[config.mk]
export PLATFORM = sky130hd
export DESIGN_NAME = multi_switch_debouncer_core
export DESIGN_NICKNAME = d
export VERILOG_FILES = /design/src/rtl/core/dbnc_pkg.sv /design/src/rtl/core/dbnc_cfg_regs.sv /design/src/rtl/core/dbnc_state_ram.sv /design/src/rtl/core/dbnc_update.sv /design/src/rtl/core/multi_switch_debouncer_core.sv
export SDC_FILE = /design/constraint.sdc
export NUM_CORES = 1
export LEC_CHECK = 0
export ABC_CLOCK_PERIOD_IN_PS = 8500
export BUFFER_PORTS_ARGS = -buffer_cell sky130_fd_sc_hd__buf_2
export CAP_MARGIN = 20
export CORE_MARGIN = 1
export CORE_UTILIZATION = 60
export CTS_BUF_LIST = sky130_fd_sc_hd__clkbuf_2 sky130_fd_sc_hd__clkbuf_4 sky130_fd_sc_hd__clkbuf_8
export CTS_CLUSTER_DIAMETER = 120
export DETAILED_ROUTE_END_ITERATION = 10
export PLACE_DENSITY = 0.88
export SLEW_MARGIN = 20
export SYNTH_ARGS = -nofsm -noshare
export SYNTH_HDL_FRONTEND = slang
export SYNTH_SLANG_ARGS = --single-unit
[constraint.sdc]
create_clock -name aclk -period 8.5 [get_ports aclk]
set_input_delay 1.7 -clock aclk [delete_from_list [all_inputs] [get_ports aclk]]
set_output_delay 1.7 -clock aclk [all_outputs]
set_load 0.03 [all_outputs]
[src/rtl/core/dbnc_pkg.sv]
// Shared constants, register codes and types for the multi-switch debouncer.
// No dependencies; imported by every module of the core.
package dbnc_pkg;

    // Switch table size and derived address width
    localparam int NUM_SWITCHES = 16;
    localparam int ADDR_W       = (NUM_SWITCHES > 1) ? $clog2(NUM_SWITCHES) : 1;

    // Field widths
    localparam int IDX_W  = 4;
    localparam int TIME_W = 32;
    localparam int CFG_W  = 16;

    // Stream word widths (fields packed from bit 0, padded to whole bytes)
    localparam int S_FIELD_W  = IDX_W + 1 + TIME_W;
    localparam int S_TDATA_W  = ((S_FIELD_W + 7) / 8) * 8;
    localparam int M_FIELD_W  = 1 + 1 + IDX_W;
    localparam int M_TDATA_W  = ((M_FIELD_W + 7) / 8) * 8;

    // APB port
    localparam int APB_AW = 4;
    localparam int APB_DW = 32;

    // Register indexes (byte address = 4 * index)
    localparam logic [1:0] REG_DEBOUNCE = 2'd0;
    localparam logic [1:0] REG_BUTTON   = 2'd1;
    localparam logic [1:0] REG_PULLUP   = 2'd2;

    localparam logic [CFG_W-1:0] DEBOUNCE_RST = 16'd10;

    // Configuration seen by the update logic
    typedef struct packed {
        logic [CFG_W-1:0] debounce_ms;
        logic [CFG_W-1:0] button_mask;
        logic [CFG_W-1:0] pullup_mask;
    } dbnc_cfg_t;

    // One entry of the per-switch state table
    typedef struct packed {
        logic              status;
        logic              pending;
        logic [TIME_W-1:0] start_time;
    } dbnc_entry_t;

endpackage

[src/rtl/core/dbnc_cfg_regs.sv]
// APB register file: debounce period, button mask, pull-up mask.
// Depends on dbnc_pkg.
module dbnc_cfg_regs (
    input  logic                       aclk,
    input  logic                       aresetn,
    input  logic                       psel,
    input  logic                       penable,
    input  logic                       pwrite,
    input  logic [dbnc_pkg::APB_AW-1:0] paddr,
    input  logic [dbnc_pkg::APB_DW-1:0] pwdata,
    output logic [dbnc_pkg::APB_DW-1:0] prdata,
    output logic                       pready,
    output dbnc_pkg::dbnc_cfg_t        cfg
);
    import dbnc_pkg::*;

    logic [CFG_W-1:0] debounce_reg;
    logic [CFG_W-1:0] button_reg;
    logic [CFG_W-1:0] pullup_reg;
    logic             wr_en;
    logic [1:0]       reg_sel;

    assign pready  = 1'b1;
    assign wr_en   = psel && penable && pwrite && pready;
    assign reg_sel = paddr[3:2];

    // Register writes; unknown indexes are dropped
    always_ff @(posedge aclk) begin
        if (!aresetn) begin
            debounce_reg <= DEBOUNCE_RST;
            button_reg   <= '0;
            pullup_reg   <= '0;
        end else if (wr_en) begin
            case (reg_sel)
                REG_DEBOUNCE: debounce_reg <= pwdata[CFG_W-1:0];
                REG_BUTTON:   button_reg   <= pwdata[CFG_W-1:0];
                REG_PULLUP:   pullup_reg   <= pwdata[CFG_W-1:0];
                default: ;
            endcase
        end
    end

    // Read mux
    always_comb begin
        case (reg_sel)
            REG_DEBOUNCE: prdata = {{(APB_DW-CFG_W){1'b0}}, debounce_reg};
            REG_BUTTON:   prdata = {{(APB_DW-CFG_W){1'b0}}, button_reg};
            REG_PULLUP:   prdata = {{(APB_DW-CFG_W){1'b0}}, pullup_reg};
            default:      prdata = '0;
        endcase
    end

    assign cfg.debounce_ms = debounce_reg;
    assign cfg.button_mask = button_reg;
    assign cfg.pullup_mask = pullup_reg;

endmodule

[src/rtl/core/dbnc_state_ram.sv]
// Per-switch state table: one write port, one registered read port.
// Entries never written since reset read as zero. Depends on dbnc_pkg.
module dbnc_state_ram (
    input  logic                        aclk,
    input  logic                        aresetn,
    input  logic                        rd_en,
    input  logic [dbnc_pkg::ADDR_W-1:0] rd_addr,
    output dbnc_pkg::dbnc_entry_t       rd_data,
    input  logic                        wr_en,
    input  logic [dbnc_pkg::ADDR_W-1:0] wr_addr,
    input  dbnc_pkg::dbnc_entry_t       wr_data
);
    import dbnc_pkg::*;

    dbnc_entry_t             mem_reg [NUM_SWITCHES];
    logic [NUM_SWITCHES-1:0] valid_reg;
    dbnc_entry_t             rd_data_reg;
    logic                    rd_valid_reg;

    // Storage array, no reset
    always_ff @(posedge aclk) begin
        if (wr_en) begin
            mem_reg[wr_addr] <= wr_data;
        end
        if (rd_en) begin
            rd_data_reg <= mem_reg[rd_addr];
        end
    end

    // Written-since-reset flags
    always_ff @(posedge aclk) begin
        if (!aresetn) begin
            valid_reg    <= '0;
            rd_valid_reg <= 1'b0;
        end else begin
            if (wr_en) begin
                valid_reg[wr_addr] <= 1'b1;
            end
            if (rd_en) begin
                rd_valid_reg <= valid_reg[rd_addr];
            end
        end
    end

    assign rd_data = rd_valid_reg ? rd_data_reg : '0;

endmodule

[src/rtl/core/dbnc_update.sv]
// Next-state logic for one switch: toggle and button rules.
// Depends on dbnc_pkg.
module dbnc_update (
    input  dbnc_pkg::dbnc_cfg_t             cfg,
    input  dbnc_pkg::dbnc_entry_t           cur,
    input  logic [dbnc_pkg::IDX_W-1:0]      idx,
    input  logic                            pin_level,
    input  logic [dbnc_pkg::TIME_W-1:0]     now_ms,
    output dbnc_pkg::dbnc_entry_t           nxt,
    output logic                            switched,
    output logic                            switch_state
);
    import dbnc_pkg::*;

    logic              is_button;
    logic              is_pullup;
    logic              eff_level;
    logic [TIME_W-1:0] elapsed;
    logic [TIME_W-1:0] period;
    logic              reached;
    logic              exceeded;

    assign is_button = cfg.button_mask[idx];
    assign is_pullup = cfg.pullup_mask[idx];
    // pull-up wiring reads low when pressed / on
    assign eff_level = pin_level ^ is_pullup;
    assign elapsed   = now_ms - cur.start_time;
    assign period    = {{(TIME_W-CFG_W){1'b0}}, cfg.debounce_ms};
    assign reached   = (elapsed >= period);
    assign exceeded  = (elapsed > period);

    always_comb begin
        nxt      = cur;
        switched = 1'b0;
        if (is_button) begin
            // press start reports once; press cycle ends after the period
            if (eff_level && !cur.pending) begin
                nxt.start_time = now_ms;
                nxt.pending    = 1'b1;
                switched       = 1'b1;
            end else if (cur.pending && exceeded) begin
                nxt.pending = 1'b0;
            end
        end else begin
            // arm on change, flip once the period has elapsed since the change
            if ((eff_level != cur.status) && !cur.pending) begin
                nxt.pending    = 1'b1;
                nxt.start_time = now_ms;
            end else if (cur.pending && reached) begin
                nxt.status  = ~cur.status;
                nxt.pending = 1'b0;
                switched    = 1'b1;
            end
        end
    end

    assign switch_state = nxt.status;

endmodule

[src/rtl/core/multi_switch_debouncer_core.sv]
// Top level of the multi-switch debouncer: stream in/out, APB config,
// state table read-modify-write. Depends on dbnc_pkg, dbnc_cfg_regs,
// dbnc_state_ram, dbnc_update.
//
//  Port group | Dir | Word layout (bit 0 up)
//  -----------+-----+------------------------------------------------------
//  s_t*       | in  | switch_index[3:0], pin_level[4], now_ms[36:5], pad
//  m_t*       | out | switched[0], switch_state[1], which_switch[5:2], pad
//  APB p*     | in  | 0x0 debounce_ms, 0x4 button_mask, 0x8 pullup_mask
//
// One sample word per cycle sustained while the output is not stalled; a sample
// goes from input to output register via the table read, then update and
// write-back. Back-to-back samples of the same switch are served by forwarding the last write-back.
// Reset is synchronous; the table reads as zero after reset via per-entry
// valid flags, no clearing pass. A stalled output holds the update stage,
// which in turn drops s_tready.
module multi_switch_debouncer_core (
    input  logic                            aclk,
    input  logic                            aresetn,
    // sample input
    input  logic                            s_tvalid,
    output logic                            s_tready,
    input  logic [dbnc_pkg::S_TDATA_W-1:0]  s_tdata,  // switch_index, pin_level, now_ms
    // result output
    output logic                            m_tvalid,
    input  logic                            m_tready,
    output logic [dbnc_pkg::M_TDATA_W-1:0]  m_tdata,  // switched, switch_state, which_switch
    // configuration
    input  logic                            psel,
    input  logic                            penable,
    input  logic                            pwrite,
    input  logic [dbnc_pkg::APB_AW-1:0]     paddr,
    input  logic [dbnc_pkg::APB_DW-1:0]     pwdata,
    output logic [dbnc_pkg::APB_DW-1:0]     prdata,
    output logic                            pready
);
    import dbnc_pkg::*;

    localparam int EXT_W = 7;

    dbnc_cfg_t         cfg;
    logic              accept_in;
    logic              advance;

    // input field unpack
    logic [IDX_W-1:0]  in_idx;
    logic              in_level;
    logic [TIME_W-1:0] in_now;
    logic [EXT_W-1:0]  in_idx_ext;

    // update stage
    logic              p1_valid_reg;
    logic [IDX_W-1:0]  p1_idx_reg;
    logic              p1_level_reg;
    logic [TIME_W-1:0] p1_now_reg;
    logic [EXT_W-1:0]  p1_idx_ext;
    logic [ADDR_W-1:0] p1_addr;
    logic              p1_in_range;

    // forwarding of the latest write-back
    logic              fwd_valid_reg;
    logic [ADDR_W-1:0] fwd_addr_reg;
    dbnc_entry_t       fwd_data_reg;

    dbnc_entry_t       ram_rd_data;
    dbnc_entry_t       cur_entry;
    dbnc_entry_t       nxt_entry;
    logic              upd_switched;
    logic              upd_state;
    logic              wr_en;

    logic                 out_valid_reg;
    logic [M_TDATA_W-1:0] out_data_reg;
    logic [M_TDATA_W-1:0] out_data_next;

    assign in_idx     = s_tdata[IDX_W-1:0];
    assign in_level   = s_tdata[IDX_W];
    assign in_now     = s_tdata[IDX_W+TIME_W:IDX_W+1];
    assign in_idx_ext = EXT_W'(in_idx);

    // handshake
    assign advance   = p1_valid_reg && (!out_valid_reg || m_tready);
    assign s_tready  = !p1_valid_reg || advance;
    assign accept_in = s_tvalid && s_tready;

    dbnc_cfg_regs u_cfg (
        .aclk    (aclk),
        .aresetn (aresetn),
        .psel    (psel),
        .penable (penable),
        .pwrite  (pwrite),
        .paddr   (paddr),
        .pwdata  (pwdata),
        .prdata  (prdata),
        .pready  (pready),
        .cfg     (cfg)
    );

    dbnc_state_ram u_ram (
        .aclk    (aclk),
        .aresetn (aresetn),
        .rd_en   (accept_in),
        .rd_addr (in_idx_ext[ADDR_W-1:0]),
        .rd_data (ram_rd_data),
        .wr_en   (wr_en),
        .wr_addr (p1_addr),
        .wr_data (nxt_entry)
    );

    // sample capture alongside the table read
    always_ff @(posedge aclk) begin
        if (!aresetn) begin
            p1_valid_reg <= 1'b0;
        end else if (accept_in) begin
            p1_valid_reg <= 1'b1;
        end else if (advance) begin
            p1_valid_reg <= 1'b0;
        end
    end

    always_ff @(posedge aclk) begin
        if (accept_in) begin
            p1_idx_reg   <= in_idx;
            p1_level_reg <= in_level;
            p1_now_reg   <= in_now;
        end
    end

    assign p1_idx_ext  = EXT_W'(p1_idx_reg);
    assign p1_addr     = p1_idx_ext[ADDR_W-1:0];
    assign p1_in_range = (p1_idx_ext < EXT_W'(NUM_SWITCHES));

    // a write-back on the same edge as this entry's read left the RAM stale
    assign cur_entry = (fwd_valid_reg && (fwd_addr_reg == p1_addr)) ?
                       fwd_data_reg : ram_rd_data;

    dbnc_update u_upd (
        .cfg          (cfg),
        .cur          (cur_entry),
        .idx          (p1_idx_reg),
        .pin_level    (p1_level_reg),
        .now_ms       (p1_now_reg),
        .nxt          (nxt_entry),
        .switched     (upd_switched),
        .switch_state (upd_state)
    );

    assign wr_en = advance && p1_in_range;

    always_ff @(posedge aclk) begin
        if (!aresetn) begin
            fwd_valid_reg <= 1'b0;
        end else if (wr_en) begin
            fwd_valid_reg <= 1'b1;
        end
    end

    always_ff @(posedge aclk) begin
        if (wr_en) begin
            fwd_addr_reg <= p1_addr;
            fwd_data_reg <= nxt_entry;
        end
    end

    // output word; out-of-range samples report switched and switch_state as zero
    always_comb begin
        out_data_next                 = '0;
        out_data_next[0]              = p1_in_range && upd_switched;
        out_data_next[1]              = p1_in_range && upd_state;
        out_data_next[IDX_W+1:2]      = p1_idx_reg;
    end

    always_ff @(posedge aclk) begin
        if (!aresetn) begin
            out_valid_reg <= 1'b0;
        end else if (advance) begin
            out_valid_reg <= 1'b1;
        end else if (m_tready) begin
            out_valid_reg <= 1'b0;
        end
    end

    always_ff @(posedge aclk) begin
        if (advance) begin
            out_data_reg <= out_data_next;
        end
    end

    assign m_tvalid = out_valid_reg;
    assign m_tdata  = out_data_reg;

endmodule

==> summary.txt <==
Total power -> 7240 uW
ANT nets after route -> 0
Post-DP Area -> 31800 um2
Root Driver -> clkbuf_8
Hold_buf cts -> 0
Class of the worst hold path -> reg -> reg
Mapped Area -> 30600 um2
WL met1 -> 26.5 mm
Max-slew violations -> 0
Wire per inst -> 27.0 um
Final instance area -> 34000 um2
GP Congestion -> 0.987
PostCTS Resize Cnt -> 0
Global route total overflow -> 0
Distinct cells, synth -> 75
Vias in the first global route -> 18200
Fraction of layout cells with a size suffix above 1 -> 26.2%
Inserted Clock Buffers -> 107
Synth top area share -> 64.1%
Clock skew -> 0.0394 ns
Routed met2 length -> 36.2 mm
Tightest Pin Transition -> 1.18 ns
Synth top cells by count -> 654 x edfxtp_1, 183 x mux4_2, 151 x nand2_1
Drt initial violations -> 2472
Metal3 WL -> 6.98 mm
Largest net degree at the start of global routing -> 106
Sequential share of power -> 55.5%
CTS Sinks -> 722
Req. time, crit path -> 8.84 ns
#FFs+latches synth -> 722
Count leader, synth -> edfxtp_1
Die Y-Extent -> 228 um
H-Tree Depth -> 3
Core box area -> 50300 um2
Pwr per Cell Area -> 213 nW/um2
Drt pass-1 iters -> 7
Skew-Pair Late Insertion Delay -> 0.72 ns
FILL cells -> 3041
Tot GR Track Use -> 28.3%
DRC Markers -> 0
Max-slew headroom -> 21.4%
Syn Area/Cell -> 16.8 um2
Synth top area cells -> edfxtp_1 64%, mux4_2 13%, dfxtp_1 4.4%
Via count -> 17900
Worst vdd ir -> 118 uV
Tcrit/Tclk final -> 92.2%
Leak pwr -> 0.0113 uW
Via/cell ratio -> 6.62
Tmin final -> 7.83 ns
Setup Viol. Count Final -> 0
Die area -> 52000 um2
Initial Utilization -> 60.9%
Data arrival, critical path -> 8.17 ns
Comb pwr share -> 7.4%
Io pins -> 126
Crit. End Element -> flop
Area grow syn2layout -> 10.9%
Psw -> 1670 uW
Critical Path Max Stage Delay -> 0.93 ns
CP max FO -> 27
Prevailing post-synth register cell -> edfxtp_1
HPWL Detailed -> 42.9 mm
Number of synthesized flops with an enable pin -> 654
Worst Setup Start Kind -> flop
Max reg flops -> 544
FP Rows -> 82
Sequential Area -> 21000 um2
Async SR Flop Fraction -> 0%
Clock share of power -> 37.0%
MaxCap Viol Count -> 0
Sw frac -> 23.1%
Int Power -> 5570 uW
Crit-path most repeated cell -> a21oi_1
Antenna violations before repair -> 0
Diode count -> 0
Status -> completed
CTS max path bufs -> 3
Buffers added on ports -> 85
Area of the multi-input gates -> 9290 um2
Syn Inst Count -> 1819
CTS clk-pin slew, worst paths -> 0.06 ns
Top Family by Delay on Critical Path -> compound AO/OA/AOI/OAI gates
Min Hold Slack -> 0.464 ns
Critical path's slowest cell -> a211oi_2
RSZ-0062 raised after global routing -> false
Register area share after synthesis -> 68.5%
Final setup TNS -> 0 ns
NumNets Final -> 2072
Worst Path Buf+Inv -> 1
Area leader, netlist -> edfxtp_1
DR top layer -> met4
FMAX -> 0.128 GHz
Final wirelength -> 73.0 mm
First-pass GRT wire length -> 109 mm
Final Hold Viols -> 0
Synth warn -> 0
Kind of critical path -> reg -> reg
Horiz. Die Dim -> 228 um
Final Util -> 67.6%
Setup Fix Bufs, Post-CTS -> 0
CTS tree -> built
-- placed cells by master (no fill, tap or decap), drive strengths merged, types with 17 or more instances in the layout --
master,count
a21o,26
mux2i,21
mux4,185
clkinv,48
ha,41
buf,116
nand3,25
conb,19
inv,31
nand2,151
and3,37
a21boi,48
dfxtp,68
a21oi,103
nor2,72
clkbuf,142
xnor2,17
o21a,26
nor3,17
edfxtp,654
o21ai,37
-- worst paths after layout --
path / start / end / slack (ns) / cells after the start
worst max-delay path: p1_addr[1] / u_ram.mem_reg[11][33] / 0.67 / 25
worst min-delay path: u_ram.valid_reg[8] / u_ram.valid_reg[8] / 0.46 / 1
worst max register to register: p1_addr[1] / u_ram.mem_reg[11][33] / 0.67 / 25
worst min register to register: u_ram.valid_reg[8] / u_ram.valid_reg[8] / 0.46 / 1
-- final cells by class --
| class | instances | area share, % |
|---|---|---|
| repair buffers | 117 | 2.04 |
| flip-flops and latches | 722 | 61.8 |
| multi-input cells | 970 | 27.3 |
| clock inverters | 55 | 0.888 |
| inverters | 29 | 0.320 |
| well taps | 672 | 2.48 |
| clock buffers | 141 | 5.10 |
-- worst reg2reg max path, stage by stage (launching register included) --
cell and delay, ns:
edfxtp_1 0.92, xnor2_2 0.27, and2_1 0.60, nand2_1 0.14, buf_4 0.29, and3_1 0.27
a21oi_1 0.30, ha_1 0.32, a21o_1 0.19, o311ai_0 0.14, a21oi_1 0.22, o31ai_2 0.47
o211ai_1 0.30, and2_1 0.26, a21o_1 0.18, a21oi_1 0.17, xnor2_1 0.14, ha_1 0.32
nand4_1 0.13, nor4_1 0.44, nor2_1 0.08, o211ai_1 0.10, a21oi_1 0.13, nand4_1 0.14
nor4_1 0.06, a211oi_2 0.93
-- metrics by stage --
step	instances	setup WS, ns
floorplan	1836	1.37
finish	2706	0.665
global route	2706	0.401
CTS	2705	0.977
global placement	2509	1.35
detailed placement	2509	0.999
-- logic make-up (layout without fill, tap and decap cells) --
family          after synthesis  in the layout  synth area share [%]
compound gates              302            302                  6.64
xor+xnor                     28             28                 0.825
fa+ha+maj                    45             45                  1.85
buf+inv                     144            342                  2.13
flops                       722            722                  68.5
mux                         208            208                  14.4
other cells                   2             19                0.0245
simple gates                368            368                  5.61
-- metal layers --
| layer | global-route usage [%] | vias up |
|---|---|---|
| met2 | 47.0 | 1210 |
| met3 | 4.44 | 232 |
| met4 | 13.8 | 0 |
| li1 | - | 7488 |
| met1 | 36.8 | 8985 |
| met5 | 0 | - |
-- power groups by stage --
stage / registers, uW / logic (uW) / clock network (uW)
floorplan: 4080 / 375 / 0
global placement: 4090 / 492 / 0
detailed placement: 4100 / 520 / 0
CTS: 4020 / 521 / 2710
global route: 4020 / 570 / 2850
finish: 4020 / 536 / 2680
Power figures use the tool's default switching activity.
